## src/hw/rtl/assert_macros.svh

```systemverilog
// Assertion helpers shared by the RTL modules.
// Each module that asserts provides clk and arst_n.
`ifndef ASSERT_MACROS_SVH
`define ASSERT_MACROS_SVH

// Property checked on every rising clock edge outside of reset
`define L2H_ASSERT(lbl, prop, msg) \
	lbl: assert property (@(posedge clk) disable iff (!arst_n) prop) else $error(msg);

// Condition that must never be true outside of reset
`define L2H_NEVER(lbl, cond, msg) \
	`L2H_ASSERT(lbl, !(cond), msg)

`endif

```

## src/hw/rtl/l2h_pkg.sv

```systemverilog
`default_nettype none

package l2h_pkg;

	// Initial value of lanes a and b
	localparam logic [31:0] GOLDEN = 32'h9e3779b9;

	// Byte position of the last byte in a 12-byte block
	localparam logic [3:0] BLK_LAST = 4'd11;

	// Last row of the mix; one row runs per cycle
	localparam logic [3:0] MIX_LAST = 4'd8;

	// Default depth of the job queue between front and back
	localparam int L2H_QUEUE_DEPTH = 4;

	typedef struct packed {
		logic [31:0] a;
		logic [31:0] b;
		logic [31:0] c;
	} lanes_t;

	// One unit of work handed from the front to the back
	typedef struct packed {
		logic        has_block;  // full 12-byte block to add and mix
		logic        is_final;   // finalize and emit after this job
		logic [31:0] wa;         // word for lane a
		logic [31:0] wb;         // word for lane b
		logic [31:0] wc;         // word for lane c (tail already shifted)
		logic [31:0] len;        // message length so far, mod 2^32
		logic [31:0] seed;       // seed sampled at message start
	} job_t;

	// One row of the lookup2 mix; the lane roles rotate a, b, c
	function automatic lanes_t mix_row(lanes_t l, logic [3:0] row);
		lanes_t r;
		r = l;
		case (row)
			4'd0: r.a = (l.a - l.b - l.c) ^ (l.c >> 13);
			4'd1: r.b = (l.b - l.c - l.a) ^ (l.a << 8);
			4'd2: r.c = (l.c - l.a - l.b) ^ (l.b >> 13);
			4'd3: r.a = (l.a - l.b - l.c) ^ (l.c >> 12);
			4'd4: r.b = (l.b - l.c - l.a) ^ (l.a << 16);
			4'd5: r.c = (l.c - l.a - l.b) ^ (l.b >> 5);
			4'd6: r.a = (l.a - l.b - l.c) ^ (l.c >> 3);
			4'd7: r.b = (l.b - l.c - l.a) ^ (l.a << 10);
			4'd8: r.c = (l.c - l.a - l.b) ^ (l.b >> 15);
			default: r = l;
		endcase
		return r;
	endfunction

endpackage

`default_nettype wire

```

## src/hw/rtl/l2h_front.sv

```systemverilog
`default_nettype none

module l2h_front
	import l2h_pkg::*;
(
	input  wire logic        clk,
	input  wire logic        arst_n,
	input  wire logic        cfg_we,
	input  wire logic [31:0] cfg_wdata,
	input  wire logic        in_valid,
	output      logic        in_ready,
	input  wire logic [7:0]  data_byte,
	input  wire logic        has_byte,
	input  wire logic        last,
	output      logic        push,
	output      job_t        job,
	input  wire logic        q_full
);

`include "assert_macros.svh"

	logic [31:0]      seed_reg_q;
	logic             msg_active_q;
	logic [31:0]      seed_msg_q;
	logic [3:0]       pos_q;
	logic [31:0]      len_q;
	logic [11:0][7:0] blk_q;

	logic             accept;
	logic [3:0]       pos_cur;
	logic [31:0]      len_cur;
	logic [31:0]      seed_cur;
	logic [11:0][7:0] blk_cur;
	logic [11:0][7:0] blk_new;
	logic [3:0]       pos_inc;
	logic [31:0]      len_new;
	logic             blk_full;

	assign in_ready = !q_full;
	assign accept   = in_valid && in_ready;

	// Message state reads as fresh before the first transfer of a message
	always_comb begin
		pos_cur  = msg_active_q ? pos_q      : '0;
		len_cur  = msg_active_q ? len_q      : '0;
		seed_cur = msg_active_q ? seed_msg_q : seed_reg_q;
		blk_cur  = msg_active_q ? blk_q      : '0;
	end

	// Drop the byte into its slot of the block
	always_comb begin
		blk_new = blk_cur;
		for (int i = 0; i < 12; i++) begin
			if (has_byte && pos_cur == 4'(i)) begin
				blk_new[i] = data_byte;
			end
		end
		pos_inc  = pos_cur + {3'b000, has_byte};
		len_new  = len_cur + {31'd0, has_byte};
		blk_full = has_byte && (pos_cur == BLK_LAST);
	end

	// Job for the back: a full block, a final tail, or both
	always_comb begin
		push          = accept && (blk_full || last);
		job.has_block = blk_full;
		job.is_final  = last;
		job.wa        = blk_new[3:0];
		job.wb        = blk_new[7:4];
		// tail bytes for lane c sit one byte up; the length owns the low byte
		job.wc        = blk_full ? 32'(blk_new[11:8]) : {24'(blk_new[10:8]), 8'h00};
		job.len       = len_new;
		job.seed      = seed_cur;
	end

	// Control state
	always_ff @(posedge clk or negedge arst_n) begin
		if (!arst_n) begin
			seed_reg_q   <= '0;
			msg_active_q <= 1'b0;
			pos_q        <= '0;
			len_q        <= '0;
		end else begin
			if (cfg_we) begin
				seed_reg_q <= cfg_wdata;
			end
			if (accept) begin
				msg_active_q <= !last;
				pos_q        <= blk_full ? 4'd0 : pos_inc;
				len_q        <= len_new;
			end
		end
	end

	// Block bytes and sampled seed
	always_ff @(posedge clk) begin
		if (accept) begin
			blk_q      <= blk_full ? '0 : blk_new;
			seed_msg_q <= seed_cur;
		end
	end

	`L2H_ASSERT(a_pos_range, pos_q <= BLK_LAST, "front: block position out of range")
	`L2H_ASSERT(a_push_ready, push |-> !q_full, "front: job pushed into a full queue")

endmodule

`default_nettype wire

```

## src/hw/rtl/l2h_queue.sv

```systemverilog
`default_nettype none

module l2h_queue
	import l2h_pkg::*;
#(
	parameter int DEPTH = L2H_QUEUE_DEPTH
) (
	input  wire logic clk,
	input  wire logic arst_n,
	input  wire logic push,
	input  wire job_t wr_job,
	output      logic full,
	input  wire logic pop,
	output      job_t rd_job,
	output      logic empty
);

`include "assert_macros.svh"

	localparam int PW = (DEPTH > 1) ? $clog2(DEPTH) : 1;
	localparam int CW = $clog2(DEPTH + 1);

	job_t          mem_q [DEPTH];
	logic [PW-1:0] wr_ptr_q;
	logic [PW-1:0] rd_ptr_q;
	logic [CW-1:0] cnt_q;

	assign full   = (cnt_q == CW'(DEPTH));
	assign empty  = (cnt_q == '0);
	assign rd_job = mem_q[rd_ptr_q];

	// Pointers and fill count
	always_ff @(posedge clk or negedge arst_n) begin
		if (!arst_n) begin
			wr_ptr_q <= '0;
			rd_ptr_q <= '0;
			cnt_q    <= '0;
		end else begin
			if (push) begin
				wr_ptr_q <= (wr_ptr_q == PW'(DEPTH - 1)) ? '0 : wr_ptr_q + 1'b1;
			end
			if (pop) begin
				rd_ptr_q <= (rd_ptr_q == PW'(DEPTH - 1)) ? '0 : rd_ptr_q + 1'b1;
			end
			if (push && !pop) begin
				cnt_q <= cnt_q + 1'b1;
			end else if (pop && !push) begin
				cnt_q <= cnt_q - 1'b1;
			end
		end
	end

	// Job storage
	always_ff @(posedge clk) begin
		if (push) begin
			mem_q[wr_ptr_q] <= wr_job;
		end
	end

	`L2H_NEVER(a_no_underflow, pop && empty, "queue: pop while empty")
	`L2H_NEVER(a_no_overflow, push && full, "queue: push while full")

endmodule

`default_nettype wire

```

## src/hw/rtl/l2h_back.sv

```systemverilog
`default_nettype none

module l2h_back
	import l2h_pkg::*;
(
	input  wire logic        clk,
	input  wire logic        arst_n,
	input  wire job_t        job,
	input  wire logic        q_empty,
	output      logic        pop,
	output      logic        out_valid,
	input  wire logic        out_ready,
	output      logic [31:0] hash_value
);

`include "assert_macros.svh"

	typedef enum logic [3:0] {
		ST_IDLE = 4'b0001,
		ST_MIX  = 4'b0010,
		ST_ADD  = 4'b0100,
		ST_EMIT = 4'b1000
	} back_state_t;

	back_state_t state_q;
	back_state_t state_nx;
	logic [3:0]  row_q;
	logic [3:0]  row_nx;
	logic        fresh_q;
	logic        fresh_nx;
	logic        pass2_q;
	logic        pass2_nx;
	logic        fin_q;
	logic        fin_nx;
	logic        out_valid_q;
	logic        out_valid_nx;
	logic        emit;

	lanes_t      lanes_q;
	lanes_t      lanes_nx;
	lanes_t      base;
	logic [31:0] len_q;
	logic [31:0] hash_q;

	assign pop        = (state_q == ST_IDLE) && !q_empty;
	assign emit       = (state_q == ST_EMIT) && (!out_valid_q || out_ready);
	assign out_valid  = out_valid_q;
	assign hash_value = hash_q;

	// Lanes restart from the constants and the message seed
	always_comb begin
		if (fresh_q) begin
			base.a = GOLDEN;
			base.b = GOLDEN;
			base.c = job.seed;
		end else begin
			base = lanes_q;
		end
	end

	// Sequencer: load, nine mix rows, optional length add and second mix, emit on a final job
	always_comb begin
		state_nx     = state_q;
		row_nx       = row_q;
		fresh_nx     = fresh_q;
		pass2_nx     = pass2_q;
		fin_nx       = fin_q;
		lanes_nx     = lanes_q;
		out_valid_nx = out_valid_q && !out_ready;
		case (state_q)
			ST_IDLE: begin
				if (!q_empty) begin
					lanes_nx.a = base.a + job.wa;
					lanes_nx.b = base.b + job.wb;
					if (job.has_block) begin
						lanes_nx.c = base.c + job.wc;
					end else begin
						lanes_nx.c = base.c + job.wc + job.len;
					end
					pass2_nx = job.has_block && job.is_final;
					fin_nx   = job.is_final;
					fresh_nx = 1'b0;
					row_nx   = '0;
					state_nx = ST_MIX;
				end
			end
			ST_MIX: begin
				lanes_nx = mix_row(lanes_q, row_q);
				if (row_q == MIX_LAST) begin
					if (pass2_q) begin
						state_nx = ST_ADD;
					end else if (fin_q) begin
						state_nx = ST_EMIT;
					end else begin
						state_nx = ST_IDLE;
					end
				end else begin
					row_nx = row_q + 1'b1;
				end
			end
			ST_ADD: begin
				// full block ended the message: length alone goes into c
				lanes_nx.c = lanes_q.c + len_q;
				pass2_nx   = 1'b0;
				row_nx     = '0;
				state_nx   = ST_MIX;
			end
			ST_EMIT: begin
				if (emit) begin
					out_valid_nx = 1'b1;
					fresh_nx     = 1'b1;
					state_nx     = ST_IDLE;
				end
			end
			default: begin
				state_nx = ST_IDLE;
			end
		endcase
	end

	// Control state
	always_ff @(posedge clk or negedge arst_n) begin
		if (!arst_n) begin
			state_q     <= ST_IDLE;
			row_q       <= '0;
			fresh_q     <= 1'b1;
			pass2_q     <= 1'b0;
			fin_q       <= 1'b0;
			out_valid_q <= 1'b0;
		end else begin
			state_q     <= state_nx;
			row_q       <= row_nx;
			fresh_q     <= fresh_nx;
			pass2_q     <= pass2_nx;
			fin_q       <= fin_nx;
			out_valid_q <= out_valid_nx;
		end
	end

	// Lane and result datapath
	always_ff @(posedge clk) begin
		lanes_q <= lanes_nx;
		if (pop) begin
			len_q <= job.len;
		end
		if (emit) begin
			hash_q <= lanes_q.c;
		end
	end

	`L2H_ASSERT(a_row_range, (state_q == ST_MIX) |-> (row_q <= MIX_LAST),
		"back: mix row out of range")
	`L2H_ASSERT(a_emit_origin, $rose(out_valid_q) |-> $past(state_q == ST_EMIT),
		"back: result raised outside the emit state")

endmodule

`default_nettype wire

```

## src/hw/rtl/lookup2_hash32_engine_top.sv

```systemverilog
// Channel   Dir  Transfer when             Payload
// s_axis    in   s_axis_tvalid & tready    tdata=data_byte, tuser=has_byte, tlast=last
// m_axis    out  m_axis_tvalid & tready    tdata=hash_value
// cfg       in   cfg_we                    cfg_wdata=seed
//
// The front takes one byte per cycle; it stalls only when the job queue is full.
// The back loads each job and runs nine mix rows; when a full block ends the message it
// adds the length and runs the nine rows again, and a final job then waits to emit.
// Long messages run at one byte per cycle while the job queue has room.
// arst_n clears all control state; the seed resets to zero.
// A result waits in the output register while the back goes on with queued jobs.
`default_nettype none

module lookup2_hash32_engine_top
	import l2h_pkg::*;
#(
	parameter int QUEUE_DEPTH = L2H_QUEUE_DEPTH
) (
	input  wire logic        clk,
	input  wire logic        arst_n,
	input  wire logic        cfg_we,
	input  wire logic [31:0] cfg_wdata,
	input  wire logic        s_axis_tvalid,
	output      logic        s_axis_tready,
	input  wire logic [7:0]  s_axis_tdata,   // [7:0] data_byte
	input  wire logic        s_axis_tuser,   // [0] has_byte
	input  wire logic        s_axis_tlast,
	output      logic        m_axis_tvalid,
	input  wire logic        m_axis_tready,
	output      logic [31:0] m_axis_tdata    // [31:0] hash_value
);

	logic push;
	logic pop;
	logic q_full;
	logic q_empty;
	job_t wr_job;
	job_t rd_job;

	// Byte gathering and job building
	l2h_front u_front (
		.clk       (clk),
		.arst_n    (arst_n),
		.cfg_we    (cfg_we),
		.cfg_wdata (cfg_wdata),
		.in_valid  (s_axis_tvalid),
		.in_ready  (s_axis_tready),
		.data_byte (s_axis_tdata),
		.has_byte  (s_axis_tuser),
		.last      (s_axis_tlast),
		.push      (push),
		.job       (wr_job),
		.q_full    (q_full)
	);

	// Job queue between front and back
	l2h_queue #(
		.DEPTH (QUEUE_DEPTH)
	) u_queue (
		.clk    (clk),
		.arst_n (arst_n),
		.push   (push),
		.wr_job (wr_job),
		.full   (q_full),
		.pop    (pop),
		.rd_job (rd_job),
		.empty  (q_empty)
	);

	// Mixing and result
	l2h_back u_back (
		.clk        (clk),
		.arst_n     (arst_n),
		.job        (rd_job),
		.q_empty    (q_empty),
		.pop        (pop),
		.out_valid  (m_axis_tvalid),
		.out_ready  (m_axis_tready),
		.hash_value (m_axis_tdata)
	);

endmodule

`default_nettype wire

```

## config.mk

```make
export PLATFORM = sky130hd
export DESIGN_NAME = lookup2_hash32_engine_top
export DESIGN_NICKNAME = d
export VERILOG_FILES = /design/src/hw/rtl/l2h_pkg.sv /design/src/hw/rtl/l2h_front.sv /design/src/hw/rtl/l2h_queue.sv /design/src/hw/rtl/l2h_back.sv /design/src/hw/rtl/lookup2_hash32_engine_top.sv
export VERILOG_INCLUDE_DIRS = /design/src /design/src/hw/rtl
export SDC_FILE = /design/constraint.sdc
export NUM_CORES = 2
export LEC_CHECK = 0
export BUFFER_PORTS_ARGS = -buffer_cell sky130_fd_sc_hd__buf_2
export CAP_MARGIN = 10
export CORE_UTILIZATION = 40
export CTS_CLUSTER_DIAMETER = 50
export DETAILED_ROUTE_END_ITERATION = 10
export PLACE_DENSITY = 0.55
export SYNTH_ARGS = -nofsm -noshare
export SYNTH_HDL_FRONTEND = slang
export SYNTH_HIERARCHICAL = 1
export SYNTH_SLANG_ARGS = --single-unit
export TNS_END_PERCENT = 20
```

## constraint.sdc

```tcl
create_clock -name clk -period 7.6 [get_ports clk]
set_input_delay 0.76 -clock clk [delete_from_list [all_inputs] [get_ports clk]]
set_output_delay 0.76 -clock clk [all_outputs]
set_load 0.05 [all_outputs]
```

==> impl_metrics.json <==
{
  "start_kind": "register",
  "fp.dieH_um": 387,
  "fill_cells": 13331,
  "initial_utilization_pct": 40.5,
  "grtUsageTotal_pct": 25.5,
  "die_width_um": 387,
  "wirelength_um": 192000,
  "cts_tree": "yes",
  "period_needed_ns": 6.95,
  "synthCells": 4857,
  "core_area_um2": 146000,
  "placed_area_um2": 61500,
  "antenna_found_initial": 19,
  "io_buffers": 80,
  "fmax_ghz": 0.144,
  "dp_hpwl_um": 141000,
  "synth.ff_latch_count": 1016,
  "synthTopCellsByArea": "edfxtp_1 47%, mux4_2 6.2%, ha_1 5.7%, xnor2_1 4.4%, dfrtp_1 3.6%",
  "maxSlewHeadroom_pct": 23.8,
  "vias_per_cell": 5.93,
  "htreeDepth": 4,
  "overflow": 0,
  "drive_gt1_share_pct": 14.4,
  "yosysTopAreaCellShare_pct": 47.0,
  "drtPass1Iterations": 7,
  "seq_area_frac_synth_pct": 50.7,
  "async_reset_ff_share_pct": 8.66,
  "wire_per_inst_um": 27.7,
  "maxCapViolations": 0,
  "arrival_ns": 7.45,
  "gp_congestion": 0.974,
  "synthesis.nets": 5274,
  "vias": 41059,
  "report.final.slew_viol_count": 0,
  "fin_setup_tns_ns": 0,
  "grt_max_degree": 130,
  "hold_violations": 0,
  "hold_start": "cfg_wdata[21]",
  "final_nets": 5310,
  "status": "finished clean",
  "cts_root_buf": "clkbuf_16",
  "startpoint": "u_queue/rd_ptr_q[0]",
  "postCtsResizedCells": 0,
  "cts.sinks": 1016,
  "cp.required_ns": 8.10,
  "drc": 0,
  "tightestPinTransition_ns": 1.13,
  "critPathKind": "reg2reg",
  "synth.cell_area_um2": 59300,
  "ant_nets": 0,
  "path_max_fanout": 18,
  "rsz0062_at_grt": "false",
  "yosysUniqueCellTypes": 87,
  "r2r_start": "u_queue/rd_ptr_q[0]",
  "clock_path_buffers": 3,
  "fin_crit_sh_pct": 91.4,
  "skew_ns": 0.0334,
  "cts.clk_slew.worst_paths_ns": 0.06,
  "critical_path.endpoint_type": "register",
  "synth_edf_count": 928,
  "grt_pass1_vias": 39614,
  "num_rows": 140,
  "fin_area_um2": 65900,
  "synth_most_common_cell": "edfxtp_1",
  "setup_viol": 0,
  "numCtsBuffers": 134,
  "grt_pass1_wl_um": 280000,
  "synth_top_cell_by_area": "edfxtp_1",
  "clkLatencyLatePin_ns": 0.78,
  "yosys_warnings": 6,
  "drt_iter0_markers": 4338,
  "synthFlopType": "edfxtp_1",
  "synth_area_per_cell_um2": 12.2,
  "hp-class": "in2reg",
  "io_pins": 81,
  "synth_common_cells": "928 x edfxtp_1, 409 x nand2_1, 345 x a21oi_1",
  "syn_to_final_growth_pct": 11.3,
  "fp.dieArea_um2": 150000
}
placed cells by master (no fill, tap or decap), drive strengths merged, types with 33 or more instances in the layout:
master / count
mux2: 106
and2: 38
nand2b: 44
ha: 271
a21oi: 345
nor3: 61
nand3: 98
nor2b: 33
xor2: 94
o211ai: 41
inv: 214
o21bai: 34
nor2: 262
mux2i: 49
xnor2: 298
nand2: 409
a21o: 113
edfxtp: 928
o22ai: 46
nand4: 41
or2: 48
o21ai: 231
buf: 165
fa: 99
clkbuf: 163
and3: 34
mux4: 163
clkinv: 58
dfrtp: 86
a211oi: 47
worst max-delay path, cell delays in order (launching register included):
cell and delay [ns]:
dfrtp_4 0.66, mux4_2 0.56, nand2_1 0.08, o21ai_0 0.08, ha_1 0.25, fa_1 0.46
a211oi_1 0.31, o21a_1 0.21, nor3_1 0.08, o32ai_1 0.59, o21ai_0 0.28, a311oi_1 0.36
nand2b_1 0.23, nand2_1 0.11, a21oi_1 0.18, xnor2_1 0.15, ha_1 0.31, a21oi_1 0.20
o21bai_1 0.10, a22o_1 0.24, a31o_1 0.20, mux4_2 0.45, a2111oi_4 0.36, or3_1 0.16
nand3_1 0.07
per-stage QoR:
step	hold WS (ns)	setup slack [ns]	std cells	utilization [%]
after floorplan	0.424	1.24	4857	-
after global placement	0.451	0.628	6672	42.1
after detailed placement	0.466	0.648	6672	42.1
after CTS	0.143	0.586	6921	45.1
after global routing	0.176	0.0355	6922	45.1
final	0.205	0.652	6924	45.1
per-layer routing:
| layer | global-route usage [%] | up-vias | share of wire (%) |
|---|---|---|---|
| met3 | 4.71 | 380 | 7.9 |
| met1 | 36.9 | 20618 | 45 |
| met2 | 37.3 | 1710 | 43 |
| li1 | - | 18349 | - |
| met4 | 10.9 | 2 | 4.5 |
| met5 | 0 | - | 0.0073 |
cell families after synthesis:
kind of cell,after synthesis,synth area share [%]
xor+xnor,396,5.95
flops,1016,50.7
mux,318,9.04
compound gates,1142,12.5
fa+ha+maj,370,9.07
buf+inv,463,3.55
simple gates,1152,9.20
final cells by class:
| class | count | area [um2] | share of cell area, % |
|---|---|---|---|
| Clock buffer | 163 | 3530 | 5.35 |
| Timing Repair Buffer | 166 | 1160 | 1.76 |
| Clock inverter | 85 | 860 | 1.30 |
| Tap cell | 1917 | 2400 | 3.64 |
| Inverter | 197 | 744 | 1.13 |
| Multi-Input combinational cell | 3378 | 27200 | 41.2 |
| Antenna cell | 2 | 5.00 | 0.00759 |
| Sequential cell | 1016 | 30100 | 45.6 |
state kept, by name (all words and copies together) (netlist names):
register,flops
u_queue/mem_q,648
u_queue/rd_ptr_q,2
u_back/row_q,4
u_front/pos_q,4
u_back/out_valid,1
u_back/fin_q,1
u_front/blk_q,88
u_back/lanes_q,96
u_back/len_q,32
u_back/fresh_q,1
u_front/len_q,32
u_front/msg_active_q,1
u_front/seed_reg_q,32
u_back/state_q,4
u_queue/cnt_q,3
u_front/seed_msg_q,32
u_back/pass2_q,1
u_back/hash_value,32
u_queue/wr_ptr_q,2
path summary, 6_finish.rpt:
path | endpoint | slack, ns | depth (start not counted)
worst min register to register | u_front/len_q[0] | 0.48 | 2
max in group asynchronous | u_front/msg_active_q | 5.81 | 3
min in group asynchronous | u_front/seed_reg_q[3] | 0.51 | 2
worst max-delay path | u_back/lanes_q[31] | 0.65 | 24
worst min-delay path | u_front/seed_reg_q[21] | 0.20 | 2
worst max register to register | u_back/lanes_q[31] | 0.65 | 24
repair_timing:
action	CTS	global route
hold endpoints to repair	34	0
hold buffers	1	0
setup buffers	0	0
Power is not shown: default switching activity piles up to over one toggle a cycle in this logic, so the estimate is an artifact.
